### src/hdl/srt_pkg.sv
package srt_pkg;

   // table geometry
   localparam int SLOTS   = 16;
   localparam int IDX_W   = (SLOTS > 1) ? $clog2(SLOTS) : 1;
   localparam int CNT_W   = $clog2(SLOTS + 1);

   // field widths
   localparam int OP_W     = 2;
   localparam int STATUS_W = 2;
   localparam int ID_W     = 16;
   localparam int SLOTNO_W = 4;
   localparam int PRICE_W  = 24;
   localparam int TOTAL_W  = 28;
   localparam int COUNT_W  = 5;

   // exact sum of all occupied prices, and the width of the divider step counter
   localparam int SUM_W  = PRICE_W + CNT_W;
   localparam int DIV_CW = $clog2(SUM_W + 1);

   // stream word widths
   localparam int REQ_DATA_W = 40;
   localparam int RSP_DATA_W = 104;

   // saturation limits
   localparam logic [ID_W-1:0]    ID_MAX    = 16'hFFFF;
   localparam logic [TOTAL_W-1:0] TOTAL_MAX = 28'hFFFFFFF;
   localparam logic [COUNT_W-1:0] COUNT_MAX = 5'd31;
   localparam logic [PRICE_W-1:0] PRICE_MAX = 24'hFFFFFF;

   typedef enum logic [OP_W-1:0] {
      OP_ADD    = 2'd0,
      OP_REMOVE = 2'd1,
      OP_LOOKUP = 2'd2,
      OP_TOTALS = 2'd3
   } op_type;

   typedef enum logic [STATUS_W-1:0] {
      STATUS_OK        = 2'd0,
      STATUS_FULL      = 2'd1,
      STATUS_NOT_FOUND = 2'd2,
      STATUS_EXHAUSTED = 2'd3
   } status_type;

   // result word, first member in the highest bits
   typedef struct packed {
      logic [PRICE_W-1:0]  price_average;
      logic [COUNT_W-1:0]  occupied_count;
      logic [TOTAL_W-1:0]  price_total;
      logic [PRICE_W-1:0]  found_price;
      logic [SLOTNO_W-1:0] slot_index;
      logic [ID_W-1:0]     found_id;
      status_type          status;
   } result_type;

endpackage

### src/hdl/slot_record_table.sv
// Record table of SLOTS slots (16), each holding a valid bit, a 16-bit id and a 24-bit
// price. One command word in, one result word out. Every command sweeps the id/price
// memory through its single read port, one slot a cycle; totals on a non-empty table
// then runs the bit-serial divider that forms the average. Commands are handled one at
// a time; a new command is taken once the previous result is loaded into the output
// register. Valid bits sit in flip-flops and clear on reset, so no clearing pass is
// needed.
module slot_record_table (
   input  logic                               clock,
   input  logic                               reset,
   input  logic                               req_tvalid,
   output logic                               req_tready,
   // req_tdata: record_id[15:0], price[39:16]
   input  logic [srt_pkg::REQ_DATA_W-1:0]     req_tdata,
   // req_tuser: operation[1:0]
   input  logic [srt_pkg::OP_W-1:0]           req_tuser,
   output logic                               rsp_tvalid,
   input  logic                               rsp_tready,
   // rsp_tdata: status[1:0], found_id[17:2], slot_index[21:18], found_price[45:22],
   // price_total[73:46], occupied_count[78:74], price_average[102:79], zero[103]
   output logic [srt_pkg::RSP_DATA_W-1:0]     rsp_tdata
);
   import srt_pkg::*;

   typedef enum logic [3:0] {
      ST_IDLE   = 4'b0001,
      ST_SCAN   = 4'b0010,
      ST_DIV    = 4'b0100,
      ST_FINISH = 4'b1000
   } state_type;

   localparam logic [IDX_W-1:0] LAST_IDX = IDX_W'(SLOTS - 1);
   localparam logic [DIV_CW-1:0] LAST_STEP = DIV_CW'(SUM_W - 1);

   // control state
   state_type          state_ff, state_in;
   logic [SLOTS-1:0]   valid_ff, valid_in;
   logic [ID_W-1:0]    next_id_ff, next_id_in;
   logic               rsp_valid_ff, rsp_valid_in;
   logic               issue_ff, issue_in;
   logic               chk_vld_ff, chk_vld_in;

   // command and sweep payload
   op_type             op_ff, op_in;
   logic [ID_W-1:0]    rid_ff, rid_in;
   logic [PRICE_W-1:0] price_ff, price_in;
   logic [IDX_W-1:0]   rd_idx_ff, rd_idx_in;
   logic [IDX_W-1:0]   chk_idx_ff, chk_idx_in;
   logic               found_ff, found_in;
   logic [IDX_W-1:0]   hit_idx_ff, hit_idx_in;
   logic [PRICE_W-1:0] hit_price_ff, hit_price_in;
   logic [SUM_W-1:0]   sum_ff, sum_in;
   logic [CNT_W-1:0]   cnt_ff, cnt_in;
   logic [SUM_W-1:0]   quo_ff, quo_in;
   logic [CNT_W-1:0]   rem_ff, rem_in;
   logic [DIV_CW-1:0]  div_step_ff, div_step_in;
   result_type         rsp_ff, rsp_in;

   // id/price memory
   logic [ID_W+PRICE_W-1:0] mem [SLOTS];
   logic [ID_W+PRICE_W-1:0] rd_data_ff;
   logic [ID_W+PRICE_W-1:0] mem_wd;
   logic [IDX_W-1:0]        rd_addr;
   logic                    mem_we;

   logic               slot_v;
   logic [ID_W-1:0]    rd_id;
   logic [PRICE_W-1:0] rd_price;
   logic [ID_W-1:0]    id_plus;

   assign slot_v   = valid_ff[chk_idx_ff];
   assign rd_id    = rd_data_ff[ID_W+PRICE_W-1:PRICE_W];
   assign rd_price = rd_data_ff[PRICE_W-1:0];
   assign id_plus  = next_id_ff + 16'd1;
   assign mem_wd   = {id_plus, price_ff};
   assign rd_addr  = rd_idx_ff;

   assign req_tready = (state_ff == ST_IDLE);
   assign rsp_tvalid = rsp_valid_ff;
   assign rsp_tdata  = {1'b0, rsp_ff};

   // sequence one command: sweep, divide (totals only), deliver
   always_comb begin
      logic [CNT_W:0] trial;
      result_type     res;

      state_in     = state_ff;
      valid_in     = valid_ff;
      next_id_in   = next_id_ff;
      rsp_valid_in = rsp_valid_ff;
      issue_in     = issue_ff;
      chk_vld_in   = 1'b0;
      op_in        = op_ff;
      rid_in       = rid_ff;
      price_in     = price_ff;
      rd_idx_in    = rd_idx_ff;
      chk_idx_in   = rd_idx_ff;
      found_in     = found_ff;
      hit_idx_in   = hit_idx_ff;
      hit_price_in = hit_price_ff;
      sum_in       = sum_ff;
      cnt_in       = cnt_ff;
      quo_in       = quo_ff;
      rem_in       = rem_ff;
      div_step_in  = div_step_ff;
      rsp_in       = rsp_ff;
      mem_we       = 1'b0;
      trial        = {rem_ff, quo_ff[SUM_W-1]};
      res          = '0;

      // drop the result word once taken
      if (rsp_valid_ff && rsp_tready) begin
         rsp_valid_in = 1'b0;
      end

      case (state_ff)
         ST_IDLE: begin
            if (req_tvalid) begin
               op_in        = op_type'(req_tuser);
               rid_in       = req_tdata[ID_W-1:0];
               price_in     = req_tdata[ID_W+PRICE_W-1:ID_W];
               found_in     = 1'b0;
               hit_idx_in   = '0;
               hit_price_in = '0;
               sum_in       = '0;
               cnt_in       = '0;
               rd_idx_in    = '0;
               issue_in     = 1'b1;
               state_in     = ST_SCAN;
            end
         end
         ST_SCAN: begin
            // issue one slot read a cycle
            if (issue_ff) begin
               chk_vld_in = 1'b1;
               if (rd_idx_ff == LAST_IDX) begin
                  issue_in = 1'b0;
               end else begin
                  rd_idx_in = rd_idx_ff + 1'b1;
               end
            end
            // check the slot whose word just came back
            if (chk_vld_ff) begin
               case (op_ff)
                  OP_ADD: begin
                     if (!found_ff && !slot_v) begin
                        found_in   = 1'b1;
                        hit_idx_in = chk_idx_ff;
                     end
                  end
                  OP_REMOVE, OP_LOOKUP: begin
                     if (!found_ff && slot_v && rd_id == rid_ff) begin
                        found_in     = 1'b1;
                        hit_idx_in   = chk_idx_ff;
                        hit_price_in = rd_price;
                     end
                  end
                  default: begin
                     if (slot_v) begin
                        sum_in = sum_ff + SUM_W'(rd_price);
                        cnt_in = cnt_ff + 1'b1;
                     end
                  end
               endcase
            end
            // sweep drained
            if (!issue_ff && !chk_vld_ff) begin
               if (op_ff == OP_TOTALS && cnt_ff != '0) begin
                  quo_in      = sum_ff;
                  rem_in      = '0;
                  div_step_in = '0;
                  state_in    = ST_DIV;
               end else begin
                  state_in = ST_FINISH;
               end
            end
         end
         ST_DIV: begin
            // one restoring step: sum / count
            if (trial >= {1'b0, cnt_ff}) begin
               rem_in = CNT_W'(trial - {1'b0, cnt_ff});
               quo_in = {quo_ff[SUM_W-2:0], 1'b1};
            end else begin
               rem_in = trial[CNT_W-1:0];
               quo_in = {quo_ff[SUM_W-2:0], 1'b0};
            end
            div_step_in = div_step_ff + 1'b1;
            if (div_step_ff == LAST_STEP) begin
               state_in = ST_FINISH;
            end
         end
         ST_FINISH: begin
            if (!rsp_valid_ff || rsp_tready) begin
               case (op_ff)
                  OP_ADD: begin
                     if (!found_ff) begin
                        res.status = STATUS_FULL;
                     end else if (next_id_ff == ID_MAX) begin
                        res.status = STATUS_EXHAUSTED;
                     end else begin
                        res.status         = STATUS_OK;
                        res.found_id       = id_plus;
                        res.slot_index     = SLOTNO_W'(hit_idx_ff);
                        next_id_in         = id_plus;
                        mem_we             = 1'b1;
                        valid_in[hit_idx_ff] = 1'b1;
                     end
                  end
                  OP_REMOVE, OP_LOOKUP: begin
                     if (!found_ff) begin
                        res.status = STATUS_NOT_FOUND;
                     end else begin
                        res.status     = STATUS_OK;
                        res.found_id   = rid_ff;
                        res.slot_index = SLOTNO_W'(hit_idx_ff);
                        if (op_ff == OP_LOOKUP) begin
                           res.found_price = hit_price_ff;
                        end else begin
                           valid_in[hit_idx_ff] = 1'b0;
                        end
                     end
                  end
                  default: begin
                     res.status = STATUS_OK;
                     res.price_total = (64'(sum_ff) > 64'(TOTAL_MAX)) ?
                                       TOTAL_MAX : TOTAL_W'(sum_ff);
                     res.occupied_count = (32'(cnt_ff) > 32'(COUNT_MAX)) ?
                                          COUNT_MAX : COUNT_W'(cnt_ff);
                     if (cnt_ff != '0) begin
                        res.price_average = (64'(quo_ff) > 64'(PRICE_MAX)) ?
                                            PRICE_MAX : PRICE_W'(quo_ff);
                     end
                  end
               endcase
               rsp_in       = res;
               rsp_valid_in = 1'b1;
               state_in     = ST_IDLE;
            end
         end
         default: begin
            state_in = ST_IDLE;
         end
      endcase
   end

   // control registers
   always_ff @(posedge clock) begin
      if (reset) begin
         state_ff     <= ST_IDLE;
         valid_ff     <= '0;
         next_id_ff   <= '0;
         rsp_valid_ff <= 1'b0;
         issue_ff     <= 1'b0;
         chk_vld_ff   <= 1'b0;
      end else begin
         state_ff     <= state_in;
         valid_ff     <= valid_in;
         next_id_ff   <= next_id_in;
         rsp_valid_ff <= rsp_valid_in;
         issue_ff     <= issue_in;
         chk_vld_ff   <= chk_vld_in;
      end
   end

   // payload registers
   always_ff @(posedge clock) begin
      op_ff        <= op_in;
      rid_ff       <= rid_in;
      price_ff     <= price_in;
      rd_idx_ff    <= rd_idx_in;
      chk_idx_ff   <= chk_idx_in;
      found_ff     <= found_in;
      hit_idx_ff   <= hit_idx_in;
      hit_price_ff <= hit_price_in;
      sum_ff       <= sum_in;
      cnt_ff       <= cnt_in;
      quo_ff       <= quo_in;
      rem_ff       <= rem_in;
      div_step_ff  <= div_step_in;
      rsp_ff       <= rsp_in;
   end

   // id/price memory, one write and one registered read port
   always_ff @(posedge clock) begin
      if (mem_we) begin
         mem[hit_idx_ff] <= mem_wd;
      end
      rd_data_ff <= mem[rd_addr];
   end

   // a new result word only comes out of the finish state
   a_rsp_from_finish: assert property (@(posedge clock) disable iff (reset)
      $rose(rsp_valid_ff) |-> $past(state_ff == ST_FINISH))
      else $error("result word raised outside finish");

   // the divider never runs on an empty table
   a_div_nonzero: assert property (@(posedge clock) disable iff (reset)
      (state_ff == ST_DIV) |-> (cnt_ff != '0))
      else $error("divide by zero count");

   // ids only step up by one
   a_id_step: assert property (@(posedge clock) disable iff (reset)
      $past(!reset) |-> (next_id_ff == $past(next_id_ff) ||
                         next_id_ff == $past(next_id_ff) + 16'd1))
      else $error("id counter jumped");

   // a successful add marks its slot occupied
   a_add_sets_valid: assert property (@(posedge clock) disable iff (reset)
      (state_ff == ST_FINISH && (!rsp_valid_ff || rsp_tready) && op_ff == OP_ADD &&
       found_ff && next_id_ff != ID_MAX) |=> valid_ff[$past(hit_idx_ff)])
      else $error("added slot not marked valid");

endmodule

### config.mk
export PLATFORM = sky130hd
export DESIGN_NAME = slot_record_table
export DESIGN_NICKNAME = d
export VERILOG_FILES = /design/src/hdl/srt_pkg.sv /design/src/hdl/slot_record_table.sv
export SDC_FILE = /design/constraint.sdc
export NUM_CORES = 1
export LEC_CHECK = 0
export BUFFER_PORTS_ARGS = -buffer_cell sky130_fd_sc_hd__buf_2
export CORE_ASPECT_RATIO = 0.6
export CORE_MARGIN = 1.5
export CORE_UTILIZATION = 61
export DETAILED_ROUTE_END_ITERATION = 10
export GPL_TIMING_DRIVEN = 1
export PLACE_DENSITY = 0.85
export REMOVE_ABC_BUFFERS = 1
export SYNTH_ARGS = -nofsm -noshare
export SYNTH_HDL_FRONTEND = slang
export SYNTH_SLANG_ARGS = --single-unit
### constraint.sdc
create_clock -name clock -period 13.85 [get_ports clock]
set_input_delay 0 -clock clock [delete_from_list [all_inputs] [get_ports clock]]
set_output_delay 0 -clock clock [all_outputs]
set_load 0.005 [all_outputs]
Yosys cells after proc, flatten, opt, wreduce, memory -nomap -nowiden. Memories as Yosys holds them, arrays and structs flattened. A register that Yosys moved wholly into a read port is not among the register bits. Cells that the tools add are included.

Shifts and indexed selects: 0. Div/mod/pow operators: 0. $lt $le $gt $ge: 6. Multiply operators: 0. Eq/ne operators: 30. Bitwise logic cells: 6. Mux-type cells: 79. Reduce and logical (&&, ||, !) cells: 34. Add/sub/neg operators: 6.

Operators by type and width (number): $mux 29 (6); $mux 24 (5); $pmux 29 s2 (2); $mux 16 (4); $mux 20 (3); $pmux 24 s2 (1); $mux 4 (11); $pmux 20 s2 (1); $mux 5 (7); $ne 2x2->1 const B (16); $pmux 16 s2 (1); $pmux 5 s2 (3); $add 29x24->29 (1); $gt 29x24->1 const B (1); $gt 29x28->1 const B (1); $mux 28 (1); $pmux 4 s2 (3); $mux 1 (21); $add 16x1->16 const B (1); $and 16x16->16 (1); $eq 16x16->1 (1); $eq 16x16->1 const B (1); $not 16->16 (1); $or 16x16->16 (1); other kinds (36) (67).

Memories kept: 1. Word-level logic and storage cells: 188. ROM bits: 0. Output and inout bits: 106. Latch bits: 0. Bits in registers: 294. RAM bits: 640.

Memories: mem (words 16, bits a word 40, read ports 1, clocked after Yosys merged registers in 1, wr ports 1, line slot_record_table.sv:60) `logic [ID_W+PRICE_W-1:0] mem [SLOTS];`.

Depth between registers and ports, before layout.
Word-level depth: 9. Depth in mapped cells: 10. Depth with buffers taken out: 9.

Worst setup path after synthesis. Ideal clock, no wire load.

Path type: register -> register. From: register state_ff[0]. To: memory mem[2][0] in the netlist's numbering, enable pin. Stages on the path, launching flop included: 7. Path slack: 4.282 ns. Data arrival time: 9.081 ns. Buffers on the path: 2. Clock period less this slack: 9.568 ns. Cells stage by stage: dfxtp_1 -> or4b_4 -> nor2_1 -> o2111ai_1 -> buf_2 -> buf_1 -> nor3_1.

Longest elaborated chain between the ends: 4.

Ends and longest elaborated chain: from (decl) (line slot_record_table.sv:36) `state_type state_ff, state_in;`; from (signal assigned) (line slot_record_table.sv:256) `state_ff <= state_in;`; $eq 4x4->1 (line slot_record_table.sv:116) `case (state_ff)`; $mux 1 (line slot_record_table.sv:116); $mux 1 (line slot_record_table.sv:285) `if (mem_we) begin`; $mux 1 (not written as such) (line slot_record_table.sv:286) `mem[hit_idx_ff] <= mem_wd;`; to (decl) (line slot_record_table.sv:60).

No other way between the ends.

Final worst setup path.
From: register state_ff[0]. To: memory mem[12][18] in the netlist's numbering, enable pin.

The elaborated chain is that of the path after synthesis.

==> metrics.log <==
INFO  metric unrepaired_setup_endpoints_after_global_routing = false
INFO  metric gp_routability_congestion = 0.9416
INFO  metric async_reset_ff_share = 0%
INFO  metric port_buffers = 150
INFO  metric critPathKind = reg2reg
INFO  metric fin_tns_setup = 0 ns
INFO  metric finalPower = 6.159 mW
INFO  metric period_minus_ws_final = 3.969 ns
INFO  metric finalCoreUtilization = 69.56%
INFO  metric grt_first_pass_wirelength = 136000 um
INFO  metric hold_ws = 0.06446 ns
INFO  metric synthDistinctLibCells = 58
INFO  metric run_status = finished clean
INFO  metric placeableCoreArea = 62450 um2
INFO  metric io_pins = 152
INFO  metric via_count_of_the_first_global_routing_pass = 21410
INFO  metric via_per_inst = 6.526
INFO  metric vdd_drop_max = 0.1243 mV
INFO  metric multi_input_area = 9644 um2
INFO  metric initial_utilization = 61.53%
INFO  metric worst_slew_pin_slew = 1.373 ns
INFO  metric drt_drc_violations_left = 0
INFO  metric ys_dominant_reg_cell = edfxtp_1
INFO  metric synthDominantCellAreaShare = 69.63%
INFO  metric worst-endpoint-required = 14.12 ns
INFO  metric ys.warnings.count = 0
INFO  metric timing.critical_path.arrival = 4.24 ns
INFO  metric detailroute.via_count = 21200
INFO  metric ys_seq_elements = 974
INFO  metric post-route-worst-setup-slack = 9.881 ns
INFO  metric grtUsageTotal = 28.96%
INFO  metric clock_power_share = 37.4%
INFO  metric fp-row-count = 71
INFO  metric layout.cells.most_common = edfxtp_1
INFO  metric global_route.overflow_total = 0
INFO  metric drt_first_pass_iters = 7
INFO  metric syn_area = 38430 um2
INFO  metric die_h = 197.4 um
INFO  metric cap_violations = 0
INFO  metric wire_per_inst = 28.29 um
INFO  metric fin_skew = 0.02037 ns
INFO  metric ctsRootBufferMaster = clkbuf_16
INFO  metric synth_top_area_cell = edfxtp_1
INFO  metric max-clock-path-buffers = 3
INFO  metric drt.antenna.violating_nets = 0
INFO  metric setup_viol_count_final = 0
INFO  metric cellPowerDensity = 141.8 nW/um2
INFO  metric fillers = 3659
INFO  metric final_design_area_no_fill = 43440 um2
INFO  metric timing.critical_path.fanout_max = 29
INFO  metric report.final.hold_viol_count = 0
INFO  metric layout.cells.non_filler = 3248
INFO  metric commonest_non_fill_non_tap_cells_in_the_layout = 891 x edfxtp_1, 204 x mux4_2, 150 x buf_2
INFO  metric grt_start_max_net_pins = 164
INFO  metric design.final.nets = 2425
INFO  metric cts.repair.resized = 0
INFO  metric cts_num_sinks = 974
INFO  metric numCtsBuffers = 83
INFO  metric flow.area_growth_from_synthesis = 13.04%
INFO  metric leakagePower = 14.46 nW
INFO  metric antenna_found_initial = 3
INFO  metric count_of_flip_flops_with_a_built_in_enable_after_synthesis = 891
INFO  metric detailed_place_hpwl = 52400 um
INFO  metric full_die_area = 64560 um2
INFO  metric startpoint_type = register
INFO  metric fmax = 251.9 MHz
INFO  metric critical_path.endpoint_type = register
INFO  metric syn-instance-count = 2117
INFO  metric slew_headroom = 8.184%
INFO  metric switching_share = 23.18%
INFO  metric drt_first_iter_violations = 3117
INFO  metric placed_area = 40310 um2
INFO  metric clkTransAtPathRegs = 0.07 ns
INFO  metric p_int = 4.731 mW
INFO  metric total_switching_power = 1.427 mW
INFO  metric finalCritPeriodShare = 28.66%
INFO  metric clock_tree.htree_level_count = 3
INFO  metric clkLatencyLatePin = 0.65 ns
INFO  metric seq_power_share = 54.3%
INFO  metric average_cell_area_after_synthesis = 18.15 um2
INFO  metric drt_wl_total = 91880 um
INFO  metric clock_tree_from_tritoncts = built
INFO  metric placedCellCount = 3044
INFO  metric p_comb_share = 8.2%
INFO  metric hold_path.class = in2reg
INFO  metric slew_violations = 0
INFO  metric ys_seq_area_share = 73.95%
INFO  metric drive_above_1_share = 23.21%
INFO  metric die-width = 327.0 um
INFO  metric detailedPlace.worstSlack = 9.958 ns
INFO  metric register_area = 28420 um2
INFO  metric synth.top_cells.by_area = edfxtp_1 70%, mux4_2 12%, dfxtp_1 4.3%
sequential cells by signal (all words and copies together) (netlist names), named ones only:
| name | cells |
|---|---|
| hit_idx_ff | 4 |
| op_ff | 2 |
| chk_idx_in | 4 |
| rsp_tdata | 103 |
| sum_ff | 29 |
| found_ff | 1 |
| mem | 640 |
| chk_idx_ff | 4 |
| rd_data_ff | 40 |
| chk_vld_ff | 1 |
| cnt_ff | 5 |
| rsp_tvalid | 1 |
| next_id_ff | 16 |
| hit_price_ff | 24 |
| price_ff | 24 |
| state_ff | 4 |
| quo_ff | 29 |
| issue_ff | 1 |
| rem_ff | 5 |
| rid_ff | 16 |
| div_step_ff | 5 |
Yosys cell counts, drive strengths merged (11+ instances only):
library cell  number
a211oi            11
a21o              11
a21oi             59
a22oi             15
a311oi            13
and2              44
and3              34
buf               24
clkbuf            82
dfxtp             83
edfxtp           891
ha                40
inv               28
mux2i             13
mux4             204
nand2            145
nand2b            15
nand3             21
nand4             13
nor2             153
nor3              26
o21a              27
o21ai             28
xnor2             45
xor2              18
per-layer routing:
metal | routed length, um | track usage (%) | vias up
li1 | - | - | 8762
met1 | 34810 | 41.10 | 10820
met2 | 44230 | 46.38 | 1392
met3 | 10200 | 5.914 | 218
met4 | 2603 | 8.333 | 6
met5 | 37 | 0 | -
power groups by stage:
stage / Sequential [mW] / Clock, mW / Combinational (mW)
2_1_floorplan: 3.40 / 0 / 0.340
3_3_place_gp: 3.40 / 0 / 0.456
3_5_place_dp: 3.40 / 0 / 0.477
4_1_cts: 3.34 / 2.32 / 0.497
5_1_grt: 3.35 / 2.43 / 0.540
6_report: 3.34 / 2.31 / 0.508
final timing paths:
kind	startpoint	end	slack, ns	depth (start not counted)
min reg2reg	chk_idx_in[3]	chk_idx_ff[3]	0.47	0
max	state_ff[0]	mem[12][18]	9.88	7
max reg2reg	state_ff[0]	mem[12][18]	9.88	7
min	req_tdata[5]	rid_ff[5]	0.06	2
logic make-up (layout without fill, tap and decap cells):
group	after synthesis	after routing	synth area share (%)
AOI/OAI and AO/OA	198	198	3.572
xor gates and xnor gates	63	63	1.436
adders and majority gates	42	42	1.407
buffers and inverters	134	425	1.351
DFF	974	974	73.95
muxes	217	217	12.29
other	1	2	0.009759
and+or+nand+nor	488	488	5.978
timing repair:
| item | CTS | global route |
|---|---|---|
| hold buffers | 47 | 0 |
| buffers inserted | 0 | 0 |
| setup endpoints to repair | 0 | 0 |
| hold endpoints to repair | 70 | 0 |
worst max-delay path: stages, from the launching register on:
cell and delay [ns]:
dfxtp_1 0.35, or4b_4 0.61, nor2_4 0.13, buf_4 0.44
o2111ai_2 0.18, buf_4 0.29, nor3_2 0.96, buf_4 0.59
cell type report:
class / instances / share of cell area (%)
clock buffer: 122 / 5.332
timing repair buffer: 241 / 3.629
clock inverter: 34 / 0.7518
inverter: 28 / 0.2420
tap: 839 / 2.417
sequential: 974 / 65.42
antenna: 1 / 0.005761
multi-input combinational: 1009 / 22.20
(Power assumes the default switching activity.)
